$ cat src/hdl/bdkd_pkg.sv
// Package for the button debounce and knob direction unit.
// Holds the channel layout, command and register codes, and shared item types.
// No dependencies.
package bdkd_pkg;

  localparam int CHANNELS   = 3;
  localparam int CH_W       = 2;
  localparam int WORD_W     = 32;
  localparam int MS_W       = 16;
  localparam int POS_W      = 6;
  localparam int BTN_MSB    = 26;
  localparam int POS_LSB    = 18;
  localparam int POS_STRIDE = 8;
  localparam int WRAP_LIMIT = 32;
  localparam int IN_TDATA_W = 32;
  localparam int IN_TUSER_W = 4;
  localparam int OUT_TDATA_W = 8;
  localparam int CFG_W      = 16;

  typedef enum logic [1:0] {
    CMD_TICK       = 2'd0,
    CMD_PRESS_POLL = 2'd1,
    CMD_ROT_POLL   = 2'd2,
    CMD_ROT_RESYNC = 2'd3
  } cmd_e;

  typedef enum logic [1:0] {
    DIR_NONE  = 2'd0,
    DIR_RIGHT = 2'd1,
    DIR_LEFT  = 2'd2
  } dir_e;

  typedef enum logic [0:0] {
    REG_DEBOUNCE = 1'b0,
    REG_REVERSE  = 1'b1
  } reg_e;

  typedef struct packed {
    cmd_e                command;
    logic [CH_W-1:0]     channel;
    logic [WORD_W-1:0]   knob_word;
  } item_t;

  typedef struct packed {
    logic press_edge;
    dir_e direction;
  } result_t;

  typedef struct packed {
    logic [MS_W-1:0] debounce_interval_ms;
    logic            reverse_rotation;
  } cfg_t;

endpackage

$ cat src/hdl/bdkd_core.sv
// Per-channel debounce and rotation state with the result logic for one transaction.
// Depends on bdkd_pkg.
module bdkd_core import bdkd_pkg::*; (
  input  logic    clk_i,
  input  logic    rst_ni,
  input  cfg_t    cfg_i,
  input  logic    fire_i,
  input  item_t   item_i,
  output result_t result_o
);

  logic [MS_W-1:0]  elapsed_q   [CHANNELS];
  logic [MS_W-1:0]  elapsed_d   [CHANNELS];
  logic             prev_smp_q  [CHANNELS];
  logic             prev_smp_d  [CHANNELS];
  logic             stable_q    [CHANNELS];
  logic             stable_d    [CHANNELS];
  logic             flag_q      [CHANNELS];
  logic             flag_d      [CHANNELS];
  logic [POS_W-1:0] prev_pos_q  [CHANNELS];
  logic [POS_W-1:0] prev_pos_d  [CHANNELS];

  always_comb begin
    logic             smp;
    logic             flag_n;
    logic [POS_W-1:0] pos;
    logic [POS_W-1:0] mag;
    logic             up;
    result_o = '{press_edge: 1'b0, direction: DIR_NONE};
    for (int i = 0; i < CHANNELS; i++) begin
      elapsed_d[i]  = elapsed_q[i];
      prev_smp_d[i] = prev_smp_q[i];
      stable_d[i]   = stable_q[i];
      flag_d[i]     = flag_q[i];
      prev_pos_d[i] = prev_pos_q[i];
      smp    = item_i.knob_word[BTN_MSB - i];
      pos    = item_i.knob_word[POS_LSB - POS_STRIDE * i +: POS_W];
      if (cfg_i.reverse_rotation) begin
        pos = ~pos;
      end
      up     = pos > prev_pos_q[i];
      mag    = up ? (pos - prev_pos_q[i]) : (prev_pos_q[i] - pos);
      flag_n = flag_q[i];
      if (fire_i) begin
        if (item_i.command == CMD_TICK) begin
          if (elapsed_q[i] != '1) begin
            elapsed_d[i] = elapsed_q[i] + MS_W'(1);
          end
        end else if (item_i.channel == CH_W'(i)) begin
          unique case (item_i.command)
            CMD_PRESS_POLL: begin
              if (elapsed_q[i] > cfg_i.debounce_interval_ms) begin
                if (smp == prev_smp_q[i]) begin
                  if (smp != stable_q[i]) begin
                    flag_n = stable_q[i] & ~smp;
                  end
                  stable_d[i] = smp;
                end
                prev_smp_d[i] = smp;
                elapsed_d[i]  = '0;
              end
              result_o.press_edge = flag_n;
              flag_d[i] = 1'b0;
            end
            CMD_ROT_POLL: begin
              prev_pos_d[i] = pos;
              if (pos != prev_pos_q[i]) begin
                if (mag > POS_W'(WRAP_LIMIT)) begin
                  up = ~up;
                end
                result_o.direction = up ? DIR_RIGHT : DIR_LEFT;
              end
            end
            CMD_ROT_RESYNC: begin
              prev_pos_d[i] = pos;
            end
            default: begin
            end
          endcase
        end
      end
    end
  end

  always_ff @(posedge clk_i or negedge rst_ni) begin
    if (!rst_ni) begin
      for (int i = 0; i < CHANNELS; i++) begin
        elapsed_q[i]  <= '1;
        prev_smp_q[i] <= 1'b0;
        stable_q[i]   <= 1'b0;
        flag_q[i]     <= 1'b0;
        prev_pos_q[i] <= '0;
      end
    end else begin
      for (int i = 0; i < CHANNELS; i++) begin
        elapsed_q[i]  <= elapsed_d[i];
        prev_smp_q[i] <= prev_smp_d[i];
        stable_q[i]   <= stable_d[i];
        flag_q[i]     <= flag_d[i];
        prev_pos_q[i] <= prev_pos_d[i];
      end
    end
  end

endmodule

$ cat src/hdl/button_debounce_and_knob_direction_unit.sv
// Top level of the button debounce and knob direction unit.
// Input register, configuration registers and result register around bdkd_core.
// Depends on bdkd_pkg and bdkd_core.
//
// The unit takes one transaction per clock cycle while the output is not stalled and
// returns exactly one result for each, in order: an item is held in the input register,
// then its result in the result register, with all per-channel state updated as an
// item moves from the first to the second. There is no clearing pass after reset.
// Configuration should be written only while the unit is idle.
module button_debounce_and_knob_direction_unit import bdkd_pkg::*; (
  input  logic                   clk_i,
  input  logic                   rst_ni,
  input  logic                   s_axis_tvalid,
  output logic                   s_axis_tready,
  input  logic [IN_TDATA_W-1:0]  s_axis_tdata,   // knob_word[31:0]
  input  logic [IN_TUSER_W-1:0]  s_axis_tuser,   // command[1:0], channel[3:2]
  output logic                   m_axis_tvalid,
  input  logic                   m_axis_tready,
  output logic [OUT_TDATA_W-1:0] m_axis_tdata,   // press_edge[0], direction[2:1], zero[7:3]
  input  logic                   cfg_we_i,
  input  logic                   cfg_addr_i,
  input  logic [CFG_W-1:0]       cfg_wdata_i
);

  logic    in_valid_q;
  item_t   in_item_q;
  logic    out_valid_q;
  result_t out_res_q;
  result_t res;
  cfg_t    cfg_q;
  logic    advance;

  assign advance       = in_valid_q && (!out_valid_q || m_axis_tready);
  assign s_axis_tready = !in_valid_q || advance;

  always_ff @(posedge clk_i or negedge rst_ni) begin
    if (!rst_ni) begin
      cfg_q <= '{debounce_interval_ms: MS_W'(50), reverse_rotation: 1'b0};
    end else if (cfg_we_i) begin
      unique case (reg_e'(cfg_addr_i))
        REG_DEBOUNCE: cfg_q.debounce_interval_ms <= cfg_wdata_i[MS_W-1:0];
        REG_REVERSE:  cfg_q.reverse_rotation     <= cfg_wdata_i[0];
        default: begin
        end
      endcase
    end
  end

  always_ff @(posedge clk_i or negedge rst_ni) begin
    if (!rst_ni) begin
      in_valid_q  <= 1'b0;
      out_valid_q <= 1'b0;
    end else begin
      if (s_axis_tready) begin
        in_valid_q <= s_axis_tvalid;
      end
      if (advance) begin
        out_valid_q <= 1'b1;
      end else if (m_axis_tready) begin
        out_valid_q <= 1'b0;
      end
    end
  end

  always_ff @(posedge clk_i) begin
    if (s_axis_tvalid && s_axis_tready) begin
      in_item_q.command   <= cmd_e'(s_axis_tuser[1:0]);
      in_item_q.channel   <= s_axis_tuser[3:2];
      in_item_q.knob_word <= s_axis_tdata;
    end
    if (advance) begin
      out_res_q <= res;
    end
  end

  bdkd_core u_core (
    .clk_i    (clk_i),
    .rst_ni   (rst_ni),
    .cfg_i    (cfg_q),
    .fire_i   (advance),
    .item_i   (in_item_q),
    .result_o (res)
  );

  assign m_axis_tvalid = out_valid_q;
  assign m_axis_tdata  = {(OUT_TDATA_W - 3)'(0), out_res_q.direction, out_res_q.press_edge};

  a_dir_code: assert property (@(posedge clk_i) disable iff (!rst_ni)
    m_axis_tvalid |-> (m_axis_tdata[2:1] != 2'd3))
    else $error("invalid direction code on result");

  a_one_kind: assert property (@(posedge clk_i) disable iff (!rst_ni)
    m_axis_tvalid |-> !(m_axis_tdata[0] && (m_axis_tdata[2:1] != 2'd0)))
    else $error("press and direction reported by one result");

  a_stall_only: assert property (@(posedge clk_i) disable iff (!rst_ni)
    !s_axis_tready |-> (in_valid_q && m_axis_tvalid && !m_axis_tready))
    else $error("input stalled without a stalled output");

  a_advance_fills: assert property (@(posedge clk_i) disable iff (!rst_ni)
    advance |=> m_axis_tvalid)
    else $error("processed item did not reach the result register");

endmodule

$ cat config.mk
export PLATFORM = sky130hd
export DESIGN_NAME = button_debounce_and_knob_direction_unit
export DESIGN_NICKNAME = d
export VERILOG_FILES = /design/src/hdl/bdkd_pkg.sv /design/src/hdl/bdkd_core.sv /design/src/hdl/button_debounce_and_knob_direction_unit.sv
export SDC_FILE = /design/constraint.sdc
export NUM_CORES = 1
export LEC_CHECK = 0
export BUFFER_PORTS_ARGS = -buffer_cell sky130_fd_sc_hd__buf_4
export CAP_MARGIN = 20
export CORE_ASPECT_RATIO = 2
export CORE_MARGIN = 2
export CORE_UTILIZATION = 41
export CTS_CLUSTER_SIZE = 8
export DETAILED_ROUTE_END_ITERATION = 10
export REMOVE_ABC_BUFFERS = 1
export SLEW_MARGIN = 20
export SYNTH_ARGS = -nofsm -noshare
export SYNTH_HDL_FRONTEND = slang
export SYNTH_SLANG_ARGS = --single-unit
export TNS_END_PERCENT = 5
$ cat constraint.sdc
create_clock -name clk_i -period 7.79 [get_ports clk_i]
set_clock_uncertainty 0.05 [all_clocks]
set_input_delay 0.3895 -clock clk_i [delete_from_list [all_inputs] [get_ports clk_i]]
set_output_delay 0.3895 -clock clk_i [all_outputs]
set_load 0.01 [all_outputs]
Word-level counts from Yosys, hierarchy flattened
Index checks and enable logic that the tools add are counted.

cells by class
  add/subtract/negate cells = 9
  $mul = 0
  divide/modulo/power cells = 0
  order comparisons = 9
  equal/unequal tests = 20
  shift-type cells = 0
  multiplexer cells = 68
  bitwise operators = 14
  reduce and logical (&&, ||, !) cells = 31

operators with widths
  cell                     number
  $mux W16                 15
  $add A16 B1 Y16 const B  3
  $gt A16 B16 Y1           3
  $ne A16 B16 Y1 const B   3
  $mux W6                  6
  $sub A6 B6 Y6            6
  $mux W1                  32
  $reduce_and A5 Y1        6
  $gt A6 B6 Y1             3
  $gt A6 B6 Y1 const B     3
  $mux W2                  9
  $mux W3                  6
  $ne A6 B6 Y1             3
  $not A6 Y6               3
  $reduce_and A6 Y1        3
  $reduce_bool A2 Y1       8
  $reduce_and A4 Y1        3
  $not A1 Y1               8
  $eq A2 B2 Y1 const B     3
  $eq A2 B1 Y1 const B     2
  $logic_not A2 Y1         2
  $ne A2 B1 Y1 const B     2
  $reduce_and A2 Y1        2
  $and A1 B1 Y1            3
  7 further kinds          14

word-level totals
  flip-flop bits (word level) = 125
  bits in latches = 0
  RAM bits = 0
  memory bits (read-only) = 0
  output and inout bits = 10
  memories = 0

Depth between registers and ports, before layout
  depth in word-level cells = 24
  mapped depth = 15
  gate-level depth less buffers = 12

Hierarchy
From an unflattened synthesis, not the netlist that was laid out.

second synthesis, totals
  cell total of the unflattened synthesis = 855
  area, all modules = 8,480.6 sq um

modules (own cells, without submodules)
  module                                   instances  cells an instance  area each (sq um)  sequential area each (sq um)
  bdkd_core                                1          764                6,472.5            1,861.8
  button_debounce_and_knob_direction_unit  1          91                 2,008.2            1,650.3

Worst setup path before layout
OpenSTA, ideal clock, no wires.

  path kind = register to register
  from = reg cfg_q[0] (netlist name)
  to = reg out_res_q (netlist bit m_axis_tdata[2]), data pin
  arrival time = 3.585 ns
  setup slack = 3.896 ns
  cell stages (with the launch flop) = 15
  path buffers = 2
  period minus slack after synthesis = 3.894 ns
  cells stage by stage = dfrtp_1 buf_2 buf_1 xnor2_1 inv_1 ha_1 a21oi_1 o21ai_2 and3_1 or3_1 a2111o_1 a211oi_1 a21oi_1 mux2_4 o31a_1

RTL lines
  element                 RTL line                                       RTL
  from (decl)             button_debounce_and_knob_direction_unit.sv:30  cfg_t cfg_q;
  from (signal assigned)  button_debounce_and_knob_direction_unit.sv:38  cfg_q <= '{debounce_interval_ms: MS_W'(50), reverse_rotation: 1'b0};
  to (signal assigned)    button_debounce_and_knob_direction_unit.sv:72  out_res_q <= res;
  to (decl)               button_debounce_and_knob_direction_unit.sv:28  result_t out_res_q;

==> flow_summary.json <==
{
  "start_kind": "flop",
  "antenna_found_initial": 0,
  "critPathMaxFanout": 18,
  "ys_ff_latch": 119,
  "r2r-end": "m_axis_tdata[2]$_DFFE_PP_",
  "place_area_sq_um": 8560,
  "cts-root-buf": "clkbuf_16",
  "drc_errors": 0,
  "synth_top_area_cell": "dfstp_2",
  "tightestPinTransition_ns": 0.727,
  "dp_cells": 1127,
  "ys_warn_count": 0,
  "r2r_cells": 12,
  "grt_max_degree": 75,
  "rrSetupSlack_ns": 3.77,
  "core_area_sq_um": 19200,
  "syn_to_final_growth_pct": 16.3,
  "reg2reg_from": "cfg_q[0]$_DFFE_PN0P_",
  "max_clock_freq_ghz": 0.249,
  "die_area_sq_um": 20600,
  "dp_hpwl_um": 14900,
  "gr-total-overflow": 0,
  "wl_per_cell_um": 17.0,
  "required_ns": 7.93,
  "run_status": "complete, no violations",
  "setup_tns_ns": 0,
  "diodes": 0,
  "period_needed_ns": 4.02,
  "min_path_cells": 1,
  "critical_path_class": "flop to flop",
  "clk_path_buf_depth": 2,
  "cts_buffers": 17,
  "htree_levels": 4,
  "p_leak_nw": 4.06,
  "row_count": 72,
  "power_density_nw_per_um2": 266,
  "grt_usage_pct": 20.3,
  "grt_setup_unrepaired": "no",
  "syn_area_per_cell_sq_um": 9.48,
  "hp-start": "s_axis_tdata[4]",
  "routed_wirelength_um": 19800,
  "critPathArrivalTime_ns": 4.16,
  "portBuffers": 51,
  "ant_nets": 0,
  "synthTopCellsByCount": "81 x ha_1, 70 x nand2_1, 70 x nor2_1",
  "fin_cells": 1161,
  "maxCapViolations": 0,
  "vias_per_cell": 5.44,
  "start_util_pct": 41.4,
  "clk_latency_ns": 0.43,
  "synth-async-reset-ratio_pct": 76.5,
  "synth_cell_types": 78,
  "synth_top_area_share_pct": 16.9,
  "gp_congestion": 0.896,
  "final_nets": 1028,
  "synth_flop_cell": "dfstp_2",
  "drtIter0Drc": 198,
  "hold_viol_final": 0,
  "synth_area_sq_um": 7950,
  "drive_gt1_share_pct": 19.2,
  "io_pins": 68,
  "via_count": 6313,
  "yosysSeqAreaShare_pct": 40.0,
  "yosysMostFrequentCell": "ha_1",
  "synth_cells": 839,
  "holdPathEnd": "in_item_q[4]$_DFFE_PP_",
  "vdd_drop_max_v": 0.000126,
  "die_h_um": 201,
  "dr.pass1.iters": 4,
  "end_kind": "flop",
  "hold_class": "input port to flop",
  "ys_top_cells_by_area": "dfstp_2 17%, ha_1 13%, dfrtp_1 13%",
  "die_x_um": 102,
  "design_area_sq_um": 9250,
  "grt_first_pass_wirelength_um": 32200,
  "finalCritPeriodShare_pct": 51.6,
  "grt_pass1_vias": 6619,
  "worst_hold_slack_ns": 0.0789,
  "slew_headroom_pct": 51.5,
  "tritoncts": "yes",
  "clock-sinks": 119,
  "synth_edf_count": 28,
  "setup-violations-final": 0,
  "path_clk_slew_ns": 0.06,
  "maxSlewViolCount": 0
}
power breakdown:
group / internal [mW] / switching, mW
Sequential: 0.739 / 0.0673
Clock: 0.550 / 0.299
Combinational: 0.334 / 0.473
Total: 1.62 / 0.839
cell families (layout without fill, tap and decap cells):
family / Yosys count / in the layout / synth area share (%)
buf+inv: 95 / 154 / 4.91
mux: 17 / 17 / 2.33
simple gates: 290 / 290 / 18.7
compound gates: 189 / 189 / 16.1
fa+ha+maj: 81 / 81 / 12.7
xor+xnor: 47 / 47 / 5.18
flops: 119 / 119 / 40.0
other cells: 1 / 5 / 0.0472
worst max path at each step:
stage / start / end / slack [ns]
after floorplan: cfg_q[0]$_DFFE_PN0P_ / m_axis_tdata[2]$_DFFE_PP_ / 4.04
after global placement: cfg_q[0]$_DFFE_PN0P_ / m_axis_tdata[2]$_DFFE_PP_ / 3.77
after detailed placement: cfg_q[0]$_DFFE_PN0P_ / m_axis_tdata[2]$_DFFE_PP_ / 3.76
after CTS: cfg_q[0]$_DFFE_PN0P_ / m_axis_tdata[2]$_DFFE_PP_ / 3.78
after global routing: cfg_q[0]$_DFFE_PN0P_ / m_axis_tdata[1]$_DFFE_PP_ / 3.56
final: cfg_q[0]$_DFFE_PN0P_ / m_axis_tdata[2]$_DFFE_PP_ / 3.77
area by class of cell:
class / count / area (sq um)
fill: 1853 / 9940
multi-input combinational: 629 / 4410
sequential: 119 / 3180
clock buffer: 22 / 497
timing repair buffer: 58 / 458
tap: 259 / 324
inverter: 64 / 240
clock inverter: 10 / 136
metal layers:
metal,share of wire (%),GRT usage (%),up-vias
li1,-,-,3094
met5,0,0,-
met2,58,40.0,95
met4,3.6,9.00,0
met3,2.5,3.41,45
met1,36,19.3,3079
per-stage QoR:
step	setup slack (ns)	total power [mW]	util, %
final	3.77	2.46	48.2
after global routing	3.56	2.61	48.2
after CTS	3.78	2.48	48.0
after detailed placement	3.76	1.62	44.6
after global placement	3.77	1.61	44.6
after floorplan	4.04	1.40	-
cells in the final DEF, fill, tap and decap left out, types with 5 or more instances in the layout:
cell type  netlist  routed
nand4_1         16      16
or3_1            7       7
nor4_1          13      13
inv_1           64      64
and2_1          13      13
ha_1            81      81
nand2_1         70      70
mux2i_1          8       8
nand2b_1         9       9
or2_2           10      10
a21oi_1         54      54
nor2b_1         12      11
clkbuf_16        0      19
xnor2_1         42      42
nor3_1          12      12
edfxtp_1        28      28
o31ai_1          7       7
mux2_2           7       7
o21ai_0         40      40
nor2_1          70      69
dfrtp_1         40      40
o21a_1           7       7
or4_1            6       6
dfstp_2         51      51
a2111oi_0        6       6
o211ai_1         5       5
buf_4            6      56
xor2_1           5       5
a211oi_1         6       6
nand3_1         18      18
and3_1          13      13
a21o_1          20      20
conb_1           1       5
and4_1           5       5
critical path: stages, from the launching register on:
cell and delay, ns:
dfrtp_1 0.37, buf_4 0.23, xnor2_1 0.26, inv_1 0.09, ha_1 0.41, nand4_2 0.20, o22ai_1 0.42, mux2i_1 0.44
o21a_1 0.25, nand4b_1 0.11, a21oi_1 0.35, mux2_4 0.34, o31a_1 0.25
registers in the layout, indices dropped and copies added (netlist names):
| register | flops |
|---|---|
| in_valid_q | 1 |
| u_core.elapsed_q | 48 |
| cfg_q | 17 |
| in_item_q | 25 |
| u_core.prev_pos_q | 18 |
| m_axis_tdata | 3 |
| m_axis_tvalid | 1 |
| u_core.stable_q | 3 |
| u_core.prev_smp_q | 3 |
repair_timing:
| item | in CTS | in global routing |
|---|---|---|
| hold buffers | 1 | 0 |
| setup buffers | 0 | 0 |
| hold endpoints to repair | 12 | 0 |
| gates resized for setup | 0 | 0 |
| setup endpoints to repair | 0 | 0 |
(Power assumes the default switching activity.)
